`config.mk`:
```
export PLATFORM = sky130hd
export DESIGN_NAME = udd_sqrt
export DESIGN_NICKNAME = d
export VERILOG_FILES = /design/src/hdl/udd_pkg.sv /design/src/hdl/udd_sqrt.sv
export SDC_FILE = /design/constraint.sdc
export NUM_CORES = 2
export LEC_CHECK = 0
export ABC_AREA = 1
export BUFFER_PORTS_ARGS = -buffer_cell sky130_fd_sc_hd__buf_2
export CELL_PAD_IN_SITES_DETAIL_PLACEMENT = 0
export CELL_PAD_IN_SITES_GLOBAL_PLACEMENT = 1
export CORE_UTILIZATION = 40
export DETAILED_ROUTE_END_ITERATION = 8
export PLACE_DENSITY = 0.73
export SYNTH_ARGS = -nofsm -noshare
export SYNTH_HDL_FRONTEND = slang
export SYNTH_SLANG_ARGS = --single-unit
```
`constraint.sdc`:
```
create_clock -name aclk -period 4.4 [get_ports aclk]
set_input_delay 0 -clock aclk [delete_from_list [all_inputs] [get_ports aclk]]
set_output_delay 0 -clock aclk [all_outputs]
set_load 0.05 [all_outputs]
```
`src/hdl/udd_pkg.sv`:
```
// Shared widths and pipeline depths for the unit direction and distance block.
// No dependencies; used by every module under hdl/.
`default_nettype none

package udd_pkg;

    localparam int COORD_WIDTH = 24;
    localparam int DIFF_WIDTH  = COORD_WIDTH + 1;     // signed B - A
    localparam int MAG_WIDTH   = COORD_WIDTH + 1;     // |B - A| up to 2^24
    localparam int SQ_WIDTH    = 2 * MAG_WIDTH - 1;   // square up to 2^48
    localparam int SUM_WIDTH   = SQ_WIDTH + 1;        // three squares
    localparam int DIST_WIDTH  = SUM_WIDTH / 2;       // root bits
    localparam int SQ_STAGES   = DIST_WIDTH;          // one root bit per stage
    localparam int SQ_REM_W    = DIST_WIDTH + 1;
    localparam int UNIT_WIDTH  = 16;
    localparam int UNIT_FRAC   = 15;
    localparam int DIV_STAGES  = UNIT_FRAC + 1;       // quotient 0..2^15
    localparam int DIV_REM_W   = DIST_WIDTH + 1;
    localparam int NUM_LANES   = 3;

    // front stages: difference, squares, sum
    localparam int FRONT_STAGES = 3;
    localparam int PIPE_STAGES  = FRONT_STAGES + SQ_STAGES + DIV_STAGES;
    localparam int SQ_LAST      = FRONT_STAGES + SQ_STAGES - 1;

    localparam logic [UNIT_WIDTH-1:0] UNIT_MAX = 16'h7FFF;

    typedef struct packed {
        logic [NUM_LANES-1:0]                neg;
        logic                                use_z;
        logic [NUM_LANES-1:0][MAG_WIDTH-1:0] mag;
    } side_t;

endpackage

`default_nettype wire

```
`src/hdl/udd_sqrt.sv`:
```
// Pipelined integer square root, one root bit per stage (digit by digit).
// Depends on udd_pkg.
`default_nettype none

module udd_sqrt (
    input  wire logic                               aclk,
    input  wire logic                               en,
    input  wire logic [udd_pkg::SUM_WIDTH-1:0]      rad_in,
    output logic      [udd_pkg::DIST_WIDTH-1:0]     root_out
);

    logic [udd_pkg::SQ_STAGES-1:0][udd_pkg::SUM_WIDTH-1:0]  rad_reg,  rad_next;
    logic [udd_pkg::SQ_STAGES-1:0][udd_pkg::SQ_REM_W-1:0]   rem_reg,  rem_next;
    logic [udd_pkg::SQ_STAGES-1:0][udd_pkg::DIST_WIDTH-1:0] root_reg, root_next;

    always_comb begin
        logic [udd_pkg::SUM_WIDTH-1:0]   p_rad;
        logic [udd_pkg::SQ_REM_W-1:0]    p_rem;
        logic [udd_pkg::DIST_WIDTH-1:0]  p_root;
        logic [udd_pkg::SQ_REM_W+1:0]    cur;
        logic [udd_pkg::SQ_REM_W+1:0]    trial;
        for (int k = 0; k < udd_pkg::SQ_STAGES; k++) begin
            if (k == 0) begin
                p_rad  = rad_in;
                p_rem  = '0;
                p_root = '0;
            end else begin
                p_rad  = rad_reg[k-1];
                p_rem  = rem_reg[k-1];
                p_root = root_reg[k-1];
            end
            cur   = {p_rem, p_rad[udd_pkg::SUM_WIDTH-1 -: 2]};
            trial = {1'b0, p_root, 2'b01};
            rad_next[k] = {p_rad[udd_pkg::SUM_WIDTH-3:0], 2'b00};
            if (cur >= trial) begin
                rem_next[k]  = udd_pkg::SQ_REM_W'(cur - trial);
                root_next[k] = {p_root[udd_pkg::DIST_WIDTH-2:0], 1'b1};
            end else begin
                rem_next[k]  = cur[udd_pkg::SQ_REM_W-1:0];
                root_next[k] = {p_root[udd_pkg::DIST_WIDTH-2:0], 1'b0};
            end
        end
    end

    always_ff @(posedge aclk) begin
        if (en) begin
            rad_reg  <= rad_next;
            rem_reg  <= rem_next;
            root_reg <= root_next;
        end
    end

    assign root_out = root_reg[udd_pkg::SQ_STAGES-1];

endmodule

`default_nettype wire

```
==> results.ini <==
[drt]
wire_per_inst_um=17.2
vias_per_cell=4.88
drc=0
met2WireLength_mm=96.1
wl_mm=212
vias=60220
drt_pass1_iterations=6
highest_layer=met4
drtIter0Drc=4842
postRouteAntennaNets=0
drt-met1-wl_mm=98.6
met3_length_mm=11.5

[clocking]
clk_pin_slew_worst_paths_ns=0.06
clk_latency_ns=0.83
cts_tree=built
cts_buffer_depth=3
cts_num_sinks=1501
cts_buffers=167
cts_setup_buffers=0
cts-htree-levels=4
ctsRootBufferMaster=clkbuf_16

[grt]
grt_use_total_pct=20.5
grt_overflow_total=0
grt_pass1_wl_mm=328
first_global_vias=57944
antenna_found_initial=3
grt_max_degree=137

[logic_synthesis]
synth_warnings=0
synth_top_family_by_area=simple AND/OR/NAND/NOR gates
synth_compound_area_share_pct=4.70
synth-adder-area-share_pct=5.35
yosys.area_share.simple_pct=24.3
syn-instance-count=9220
ys_seq_area_share_pct=54.9
avgSynthCellArea_um2=8.91
async_reset_ff_share_pct=0
synth_area_um2=82100
synth_nets=9623
ys_ff_latch=1501
synth_top_area_cell=edfxtp_1
synth_edf_count=1501
synth.most_common_cell=nand2_1
yosysTopAreaCellShare_pct=54.9
synthDistinctLibCells=58
yosys_most_used_dff=edfxtp_1
synth_common_cells=nand2_1, inv_1, edfxtp_1
yosys-top-cells-area=edfxtp_1, nand2_1, inv_1, ha_1, nor2_1
synth_xor_area_share_pct=2.49
muxShareOfSynthArea_pct=0

[finish]
design_area_um2=92200
fin_cells=12343
fillers=19806
multiInputGateArea_um2=30200
drive_gt1_share_pct=6.39
fin_nets=9935
area.growth.synth_to_final_pct=12.2
regArea_um2=45100
largest_reg_flops=576

[critical_path]
crit_arrival_ns=3.43
endpoint_kind=flip-flop
crit_fanout=21
worstSetupStartpointType=flip-flop
startpoint=rem_reg[320]
required_ns=4.96
r2r-start=rem_reg[320]
critPathKind=flip-flop to flip-flop

[floorplanning]
start_util_pct=40.4
die_y_um=455
die_area_um2=207000
top_level_ports=77
die_width_um=455
row_count=165
coreArea_um2=203000

[timing]
hold_viol=0
fmaxAchievable_ghz=0.349
maxSlewViolCount=0
setup_viol=0
slew_headroom_pct=39.3
grt_setup_unrepaired=false
period_needed_ns=2.86
period_share_pct=65.0
hold_ws_ns=0.335
worst_slew_pin_slew_ns=0.908
fin_skew_ns=0.0355
setup-tns-final_ns=0

[power]
power.density_nw_per_um2=448
power_mw=41.3
ir_drop_uv=402
p_leak_nw=41.2

[hold_path]
min_from=en
hold_class=primary input to flip-flop

[placement]
place_congestion=0.909
dpl.hpwl_mm=163
port_buffers=76
dp_cells=11932
place_area_um2=85600

[flow_run]
max_cap_violations=0

[outcome]
status=finished clean

[final timing paths]
path                                 endpoint  slack, ns  depth (start not counted)
worst max-delay path             rem_reg[347]       1.54                         12
worst max register to register   rem_reg[347]       1.54                         12
worst min register to register  rad_next[731]       0.40                          0
worst min-delay path             rad_next[83]       0.34                          2
[critical path, cell delays in order (launching register included)]
cell      delay [ns]
edfxtp_1        0.43
ha_1            0.39
nand2_1         0.18
nor2_1          0.34
and2_1          0.18
nand2_1         0.06
nand3_2         0.11
nand2_2         0.11
nand3_2         0.07
buf_4           0.26
inv_2           0.25
nand2_1         0.13
nand2_1         0.07
[kinds of logic after synthesis]
logic type / Yosys count
AND/OR/NAND/NOR: 4765
buffers and inverters: 1700
flip-flops: 1501
AO/OA/AOI/OAI: 669
adder cells (fa/ha/maj): 351
XOR/XNOR: 233
other: 1
[final cells by class]
type / instances / area share (%)
Clock buffer: 192 / 4.66
Antenna cell: 1 / 0.00272
Multi-Input combinational cell: 6019 / 32.8
Clock inverter: 115 / 1.35
Sequential cell: 1501 / 48.9
Tap cell: 2672 / 3.63
Timing Repair Buffer: 213 / 1.97
Inverter: 1630 / 6.66
[stage by stage]
stage / util, % / worst slack, ns
floorplan: - / 2.23
global placement: 42.1 / 1.57
detailed placement: 42.1 / 1.56
CTS: 45.4 / 1.54
global route: 45.4 / 1.32
finish: 45.4 / 1.54
[layout by cell type, fill, tap and decap left out, types with 17 or more instances in the layout]
cell	synthesis	layout
o21ai_2	53	53
nand2_2	35	35
xor2_1	122	122
nor2_1	750	750
nand4_1	162	162
nand3_1	514	514
bufinv_16	0	19
inv_2	19	19
ha_1	351	351
nor3_1	68	68
xnor2_1	110	110
a21oi_1	302	302
a21oi_2	50	50
nand2_1	3028	3028
buf_4	19	23
edfxtp_1	1501	1501
nand3b_1	79	79
nor2_2	32	32
inv_1	1602	1602
clkbuf_1	2	24
buf_2	6	75
o21ai_0	166	166
o21ai_1	58	58
clkinv_2	0	29
clkbuf_16	0	168
dlygate4sd3_1	0	103
clkinv_1	1	31
and2_1	17	17
[where the power goes]
part	internal, mW	leakage (nW)	switching, mW	total, mW
Sequential	17.6	14.4	1.09	18.7
Clock	8.21	2.70	5.92	14.1
Combinational	2.82	24.1	5.65	8.47
Total	28.6	41.2	12.7	41.3
[routing by layer]
metal  GRT usage (%)  up-vias
met4            6.58        0
met2            32.9     1416
met3            3.14      301
li1                -    30540
met5               0        -
met1            28.4    27963
[what timing repair did]
action,CTS,global route
hold buffers,103,0
endpoints found under the hold margin,258,0
gates resized for setup,0,0
endpoints found under the setup margin,0,0
Note: power is estimated with default switching activity, not from simulation.
