===== src/hdl/udd_pkg.sv =====
// Shared widths and pipeline depths for the unit direction and distance block.
// No dependencies; used by every module under hdl/.
`default_nettype none

package udd_pkg;

    localparam int COORD_WIDTH = 24;
    localparam int DIFF_WIDTH  = COORD_WIDTH + 1;     // signed B - A
    localparam int MAG_WIDTH   = COORD_WIDTH + 1;     // |B - A| up to 2^24
    localparam int SQ_WIDTH    = 2 * MAG_WIDTH - 1;   // square up to 2^48
    localparam int SUM_WIDTH   = SQ_WIDTH + 1;        // three squares
    localparam int DIST_WIDTH  = SUM_WIDTH / 2;       // root bits
    localparam int SQ_STAGES   = DIST_WIDTH;          // one root bit per stage
    localparam int SQ_REM_W    = DIST_WIDTH + 1;
    localparam int UNIT_WIDTH  = 16;
    localparam int UNIT_FRAC   = 15;
    localparam int DIV_STAGES  = UNIT_FRAC + 1;       // quotient 0..2^15
    localparam int DIV_REM_W   = DIST_WIDTH + 1;
    localparam int NUM_LANES   = 3;

    // front stages: difference, squares, sum
    localparam int FRONT_STAGES = 3;
    localparam int PIPE_STAGES  = FRONT_STAGES + SQ_STAGES + DIV_STAGES;
    localparam int SQ_LAST      = FRONT_STAGES + SQ_STAGES - 1;

    localparam logic [UNIT_WIDTH-1:0] UNIT_MAX = 16'h7FFF;

    typedef struct packed {
        logic [NUM_LANES-1:0]                neg;
        logic                                use_z;
        logic [NUM_LANES-1:0][MAG_WIDTH-1:0] mag;
    } side_t;

endpackage

`default_nettype wire


===== src/hdl/udd_div_lane.sv =====
// One divider lane: restoring division of mag * 2^15 by the distance,
// one quotient bit per stage. Depends on udd_pkg.
`default_nettype none

module udd_div_lane (
    input  wire logic                                                   aclk,
    input  wire logic                                                   en,
    input  wire logic [udd_pkg::MAG_WIDTH-1:0]                          mag_in,
    input  wire logic [udd_pkg::DIV_STAGES-1:0][udd_pkg::DIST_WIDTH-1:0] dvs,
    output logic      [udd_pkg::UNIT_WIDTH-1:0]                         quot_out
);

    logic [udd_pkg::DIV_STAGES-1:0][udd_pkg::DIV_REM_W-1:0]  rem_reg, rem_next;
    logic [udd_pkg::DIV_STAGES-1:0][udd_pkg::UNIT_WIDTH-1:0] q_reg,   q_next;

    always_comb begin
        logic [udd_pkg::DIV_REM_W-1:0]  p_rem;
        logic [udd_pkg::UNIT_WIDTH-1:0] p_q;
        logic [udd_pkg::DIV_REM_W-1:0]  d;
        logic [udd_pkg::DIV_REM_W-1:0]  r;
        for (int j = 0; j < udd_pkg::DIV_STAGES; j++) begin
            if (j == 0) begin
                p_rem = udd_pkg::DIV_REM_W'(mag_in);
                p_q   = '0;
            end else begin
                p_rem = rem_reg[j-1];
                p_q   = q_reg[j-1];
            end
            d = {1'b0, dvs[j]};
            if (p_rem >= d) begin
                r         = p_rem - d;
                q_next[j] = {p_q[udd_pkg::UNIT_WIDTH-2:0], 1'b1};
            end else begin
                r         = p_rem;
                q_next[j] = {p_q[udd_pkg::UNIT_WIDTH-2:0], 1'b0};
            end
            // r < d here, so the shift cannot overflow
            rem_next[j] = {r[udd_pkg::DIV_REM_W-2:0], 1'b0};
        end
    end

    always_ff @(posedge aclk) begin
        if (en) begin
            rem_reg <= rem_next;
            q_reg   <= q_next;
        end
    end

    assign quot_out = q_reg[udd_pkg::DIV_STAGES-1];

endmodule

`default_nettype wire


===== config.mk =====
export PLATFORM = sky130hd
export DESIGN_NAME = udd_div_lane
export DESIGN_NICKNAME = d
export VERILOG_FILES = /design/src/hdl/udd_pkg.sv /design/src/hdl/udd_div_lane.sv
export SDC_FILE = /design/constraint.sdc
export NUM_CORES = 1
export LEC_CHECK = 0
export ABC_AREA = 1
export BUFFER_PORTS_ARGS = -buffer_cell sky130_fd_sc_hd__buf_2
export CORE_MARGIN = 2
export CORE_UTILIZATION = 49
export DETAILED_ROUTE_END_ITERATION = 6
export PLACE_DENSITY = 0.71
export SETUP_SLACK_MARGIN = 0.2
export SKIP_LAST_GASP = 1
export SLEW_MARGIN = 15
export SYNTH_ARGS = -nofsm -noshare
export SYNTH_HDL_FRONTEND = slang
export SYNTH_SLANG_ARGS = --single-unit

===== constraint.sdc =====
create_clock -name aclk -period 3.03 [get_ports aclk]
set_clock_uncertainty 0.2 [all_clocks]
set_input_delay 0.606 -clock aclk [delete_from_list [all_inputs] [get_ports aclk]]
set_output_delay 0.606 -clock aclk [all_outputs]
set_load 0.005 [all_outputs]

==> flow_metrics.tcl, run 1 <==
set metrics [dict create \
    die_area_sq_um 110000 \
    cp_max_fo 11 \
    cts_tree "yes" \
    synthesis.nets 9096 \
    clk_latency_ns 0.67 \
    cpMostUsedCell "nand2_1" \
    dr.pass1.iters 6 \
    final_cells 10200 \
    layout.area.seq_sq_um 15300 \
    hold_viol_final 0 \
    cpPeakStageDelay_ns 0.46 \
    p_leak_nw 34.5 \
    yosysSeqAreaShare_pct 29.2 \
    crit_end "rem_reg[151]$_DFFE_PP_" \
    yosysWarnings 0 \
    final_area_sq_um 59200 \
    hpwl_um 141000 \
    rr_endpoint "rem_reg[151]$_DFFE_PP_" \
    cts_max_level 2 \
    netlist_area_sq_um 52600 \
    antenna_found_initial 13 \
    cts_setup_buffers 0 \
    r2r_cells 9 \
    multiInputGateArea_sq_um 29500 \
    yosysTopAreaCell "edfxtp_1" \
    drive_gt1_share_pct 9.54 \
    cp_slowest_cell "ha_1" \
    final_common_cell "nand2_1" \
    grt_pass1_wl_um 260000 \
    wl_per_cell_um 16.5 \
    worstSetupStartpoint "rem_reg[121]$_DFFE_PP_" \
    ys_async_sr_fraction_pct 0 \
    routed_wl_um 169000 \
    ios 443 \
    nFillCells 10700 \
    place_congestion 1.02 \
    yosysUniqueCellTypes 39 \
    syn_to_final_growth_pct 12.6 \
    setup_viol 0 \
    fmax_mhz 369 \
    p_per_area_nw_per_um2 928 \
    cts.sinks 511 \
    layout_common_cells "3,484 x nand2_1, 1,842 x inv_1, 511 x edfxtp_1, 481 x nand4_1, 478 x nor2_1" \
    fin_nets 9630 \
    startpoint_type "register" \
    ant_nets 0 \
    path_cells "ha_1, nand2_1, nor2_1, nand2_1, nor2_1, nand3_2, buf_4, nand4_1, nand2_1" \
    synth_seq_cells 511 \
    synth-main-ff-cell "edfxtp_1" \
    r2r_slack_ns 0.32 \
    synth-edff-count 511 \
    netlist.area_leader.share_pct 29.2 \
    clkTransAtPathRegs_ns 0.06 \
    gr-usage-all-layers_pct 29.7 \
    synth_area_leaders "edfxtp_1 29%, nand2_1 25%, inv_1 13%" \
    regToRegStartpoint "rem_reg[121]$_DFFE_PP_" \
    drc 0 \
    largest_reg_flops 375 \
    holdBufCountCts 0 \
    synth_cells 8255 \
    ir_drop_v 0.000500 \
    min_period_over_period_pct 89.5 \
    crit_type "register to register" \
    worst_hold_path_type "input pin to register" \
    drv_cap 0 \
    cts_root_buf "clkbuf_16" \
    worst_setup_path_end_kind "register" \
    grt_overflow 0 \
    status "completed" \
    port_buffers 442 \
    tightest_slew_ns 0.481 \
    die_y_um 332 \
    setup_tns_ns 0 \
    cts_buffers 60 \
    dpl.cell_count 10100 \
    die_w_um 332 \
    clockBufferDepth 3 \
    avgSynthCellArea_sq_um 6.37 \
    num_vias 51900 \
    place_area_sq_um 57100 \
    fin_crit_ns 2.71 \
    drt-initial-drc-count 4609 \
    core-area_sq_um 107000 \
    slew_headroom_pct 67.8 \
    fp-row-count 120 \
    drv_slew 0 \
    worst_ep_required_time_ns 3.21 \
    viasPerCell 5.07 \
    worst_ep_arrival_time_ns 2.90 \
    rsz0062_at_grt "true" \
    start_util_pct 49.3 \
    grt_pass1_vias 48400 \
    grt_max_degree 80 \
]
## what timing repair did
item	4_1_cts	5_1_grt
setup endpoints to repair	0	35
endpoints found under the hold margin	0	0
gates resized for setup	0	2
## synthesized netlist by cell type (all sizes together), types with 21 or more instances
master	instances
nor2	501
edfxtp	511
ha	399
clkbuf	23
nand3b	21
or2	34
inv	1860
nand3	363
xor2	164
and2	35
nor3	35
nand4	484
nand2	3492
buf	97
a21oi	169
## how the worst min path moves through the flow
stage                                       to            startpoint  cells past startpoint
floorplan                 q_reg[100]$_DFFE_PP_   q_reg[83]$_DFFE_PP_                      0
global placement           q_reg[97]$_DFFE_PP_   q_reg[80]$_DFFE_PP_                      0
detailed placement        q_reg[150]$_DFFE_PP_  q_reg[133]$_DFFE_PP_                      0
CTS                 rem_reg[235]$_SDFFCE_PN0P_              dvs[225]                      3
global route        rem_reg[365]$_SDFFCE_PN0P_              dvs[350]                      3
finish              rem_reg[235]$_SDFFCE_PN0P_              dvs[225]                      3
## cells by family after synthesis
kind of cell | count (synthesis) | share of synthesized area [%]
xor+xnor | 179 | 2.98
buf+inv | 1980 | 14.7
simple gates | 4979 | 40.8
fa+ha+maj | 414 | 10.1
compound gates | 192 | 2.25
flops | 511 | 29.2
## report_power, final
group | leakage [nW] | switching [W] | total, W | internal [W]
clock | 0.998 | 0.00307 | 0.00760 | 0.00453
sequential | 5.05 | 0.00246 | 0.0144 | 0.0119
combinational | 28.5 | 0.0217 | 0.0330 | 0.0113
total | 34.5 | 0.0272 | 0.0550 | 0.0278
## per-layer routing
layer	track usage, %	vias up	part of all wire [%]
met1	40.7	23300	45
met4	9.05	6	3.2
met5	0	-	0.023
li1	-	26600	-
met2	49.4	1670	45
met3	3.23	271	6.3
## layout make-up
cell class / count / area share, %
antenna: 4 / 0.0169
clock buffer: 68 / 2.62
clock inverter: 42 / 0.828
inverter: 1860 / 11.8
multi-input combinational: 5765 / 49.9
sequential: 511 / 25.9
tap: 1403 / 2.97
timing repair buffer: 591 / 5.98
## critical path, delay by kind of cell (launching register included)
family	cells	cell delay (ns)
flip-flops	1	0.44
adder cells (fa/ha/maj)	1	0.46
AND/OR/NAND/NOR	7	1.11
buffers and inverters	1	0.21
## stage by stage
step           hold WS [ns]  worst slack [ns]  util, %  total power (W)
5_1_grt              0.0639             0.188     55.5           0.0599
2_1_floorplan         0.200             0.606        -           0.0371
3_3_place_gp          0.201            0.0840     53.5           0.0465
6_report             0.0706             0.318     55.5           0.0550
4_1_cts              0.0228             0.306     55.4           0.0548
3_5_place_dp          0.205            0.0423     53.5           0.0469
Note: power is estimated with default switching activity, not from simulation.
==> inputs of run 2 (changes only) <==
Settings changed: ABC_AREA 1 to not set, HOLD_SLACK_MARGIN set to 0.06, PLACE_DENSITY 0.71 to 0.73.
==> flow_metrics.tcl, run 2 <==
set metrics [dict create \
    status "finished, violations left" \
    violations "negative setup slack" \
    cts_buffers 59 \
    crit_type "register to register" \
    ir_drop_v 0.000683 \
    synth_cells 4190 \
    p_per_area_nw_per_um2 1150 \
    dr.pass1.iters 6 \
    die_w_um 290 \
    grt_pass1_wl_um 200000 \
    drv_cap 0 \
    drv_slew 0 \
    cts.sinks 511 \
    worst_ep_arrival_time_ns 3.86 \
    synth_seq_cells 511 \
    syn_to_final_growth_pct 50.3 \
    gr-usage-all-layers_pct 29.6 \
    cp_max_fo 7 \
    ios 443 \
    yosysSeqAreaShare_pct 38.3 \
    clkTransAtPathRegs_ns 0.07 \
    worst_ep_required_time_ns 3.21 \
    start_util_pct 49.6 \
    hpwl_um 98000 \
    grt_pass1_vias 37900 \
    synth_area_leaders "edfxtp_1 38%, ha_1 12%, inv_1 4.7%" \
    layout_common_cells "985 x buf_4, 511 x edfxtp_1, 458 x inv_1, 441 x buf_2, 329 x ha_1" \
    whs_ns 0.139 \
    die_y_um 290 \
    viasPerCell 5.64 \
    grt_overflow 0 \
    yosysUniqueCellTypes 79 \
    fmax_mhz 272 \
    p_leak_nw 28.0 \
    num_vias 38900 \
    power.internal_w 0.0421 \
    final.setup.worst_slack_ns -0.648 \
    p_clk_share_pct 10.9 \
    fp-row-count 104 \
    drc 0 \
    min_period_over_period_pct 121 \
    routed_wl_um 136000 \
    netlist_area_sq_um 40000 \
    wl_per_cell_um 19.6 \
    synth.top_cells.by_count "511 x edfxtp_1, 500 x inv_1, 399 x ha_1" \
    worst_hold_path_type "input pin to register" \
    yosysWarnings 0 \
    drt-initial-drc-count 2821 \
    switching_share_pct 39.2 \
    cts_tree "yes" \
    hold_viol_final 0 \
    seq_power_share_pct 21.3 \
    yosysTopAreaCell "edfxtp_1" \
    cts_max_level 2 \
    fin_nets 6625 \
    drive_gt1_share_pct 43.3 \
    place_congestion 0.978 \
    cts_root_buf "clkbuf_16" \
    clockBufferDepth 3 \
    holdBufCountCts 0 \
    ant_nets 0 \
    tightest_slew_ns 0.526 \
    slew_headroom_pct 64.0 \
    antenna_found_initial 6 \
    die_area_sq_um 84000 \
    synth-edff-count 511 \
    netlist.area_leader.share_pct 38.3 \
    synth_most_common_cell "edfxtp_1" \
    synthesis.nets 5031 \
    rsz0062_at_grt "true" \
    power_frac_comb_pct 67.9 \
    grt_max_degree 80 \
    setup_viol 274 \
    ys_async_sr_fraction_pct 0 \
    startpoint_type "register" \
    fin_crit_ns 3.68 \
    port_buffers 442 \
    final_common_cell "buf_4" \
    worst_setup_path_end_kind "register" \
    core-area_sq_um 80700 \
    synth-main-ff-cell "edfxtp_1" \
    clk_latency_ns 0.63 \
    largest_reg_flops 375 \
    power_switching_w 0.0272 \
    pre_cts_ws_ns -0.886 \
    avgSynthCellArea_sq_um 9.56 \
]
## run 2: final cells by class
class | instances | area (sq um)
Antenna cell | 7 | 17.5
Clock buffer | 67 | 1530
Timing Repair Buffer | 1625 | 12800
Tap cell | 1060 | 1330
Multi-Input combinational cell | 3087 | 26700
Clock inverter | 40 | 485
Inverter | 500 | 2010
Fill cell | 5393 | 20500
Sequential cell | 511 | 15300
## run 2: logic make-up (layout without fill, tap and decap cells)
family,after synthesis,in the layout,synth area share [%]
adder cells (fa/ha/maj),414,414,13.2
buffers and inverters,592,2232,5.67
AND/OR/NAND/NOR,989,989,11.7
multiplexers,199,199,5.55
AO/OA/AOI/OAI,1186,1186,19.0
other,0,7,0
flip-flops,511,511,38.3
XOR/XNOR,299,299,6.54
## run 2: path summary, 6_finish.rpt
check	startpoint	endpoint	slack [ns]	cells past startpoint
worst min register to register	q_reg[129]$_DFFE_PP_	q_reg[146]$_DFFE_PP_	0.21	0
worst min-delay path	mag_in[17]	rem_reg[18]$_DFFE_PP_	0.14	3
worst max register to register	rem_reg[79]$_SDFFCE_PN0P_	rem_reg[124]$_DFFE_PP_	-0.65	14
worst max-delay path	rem_reg[79]$_SDFFCE_PN0P_	rem_reg[124]$_DFFE_PP_	-0.65	14
## run 2: repair_timing
action	CTS	global route
setup buffers	141	92
pin swaps	188	191
resized for setup	411	418
cloned	27	14
setup endpoints to repair	358	376
## run 2: power by group through the flow
stage | logic [W] | clock network [W] | registers (W)
after CTS | 0.0414 | 0.00763 | 0.0145
final | 0.0471 | 0.00754 | 0.0147
after floorplan | 0.0236 | 0 | 0.0133
after detailed placement | 0.0355 | 0 | 0.0145
after global placement | 0.0347 | 0 | 0.0145
after global routing | 0.0502 | 0.00791 | 0.0149
## run 2: per-stage QoR
step	std cells	TNS, ns	util (%)	area, sq um	power (W)
2_1_floorplan	4190	-84.45	-	42200	0.0369
3_3_place_gp	6509	-169.08	64.5	52100	0.0492
3_5_place_dp	6509	-180.69	64.5	52100	0.0500
4_1_cts	6784	-63.27	71.2	57400	0.0636
5_1_grt	6896	-101.24	74.6	60200	0.0730
6_report	6897	-75.65	74.6	60200	0.0694
## run 2: worst max-delay path, cell delays in order (launching register included)
cell	delay, ns
edfxtp_1	0.46
inv_2	0.11
fa_2	0.24
nor2b_4	0.05
o31ai_4	0.19
nand3_2	0.12
a2111o_1	0.44
a31oi_4	0.25
o21ai_2	0.08
a21o_1	0.21
a2111oi_4	0.33
buf_4	0.20
buf_4	0.12
buf_12	0.13
mux2_4	0.31
## run 2: per-layer routing
| metal | vias to the layer above | global-route usage (%) | wire, um |
|---|---|---|---|
| li1 | 18500 | - | - |
| met1 | 18600 | 38.0 | 55000 |
| met2 | 1461 | 51.4 | 66200 |
| met3 | 316 | 4.12 | 9260 |
| met4 | 0 | 9.85 | 5030 |
| met5 | - | 0 | 0 |
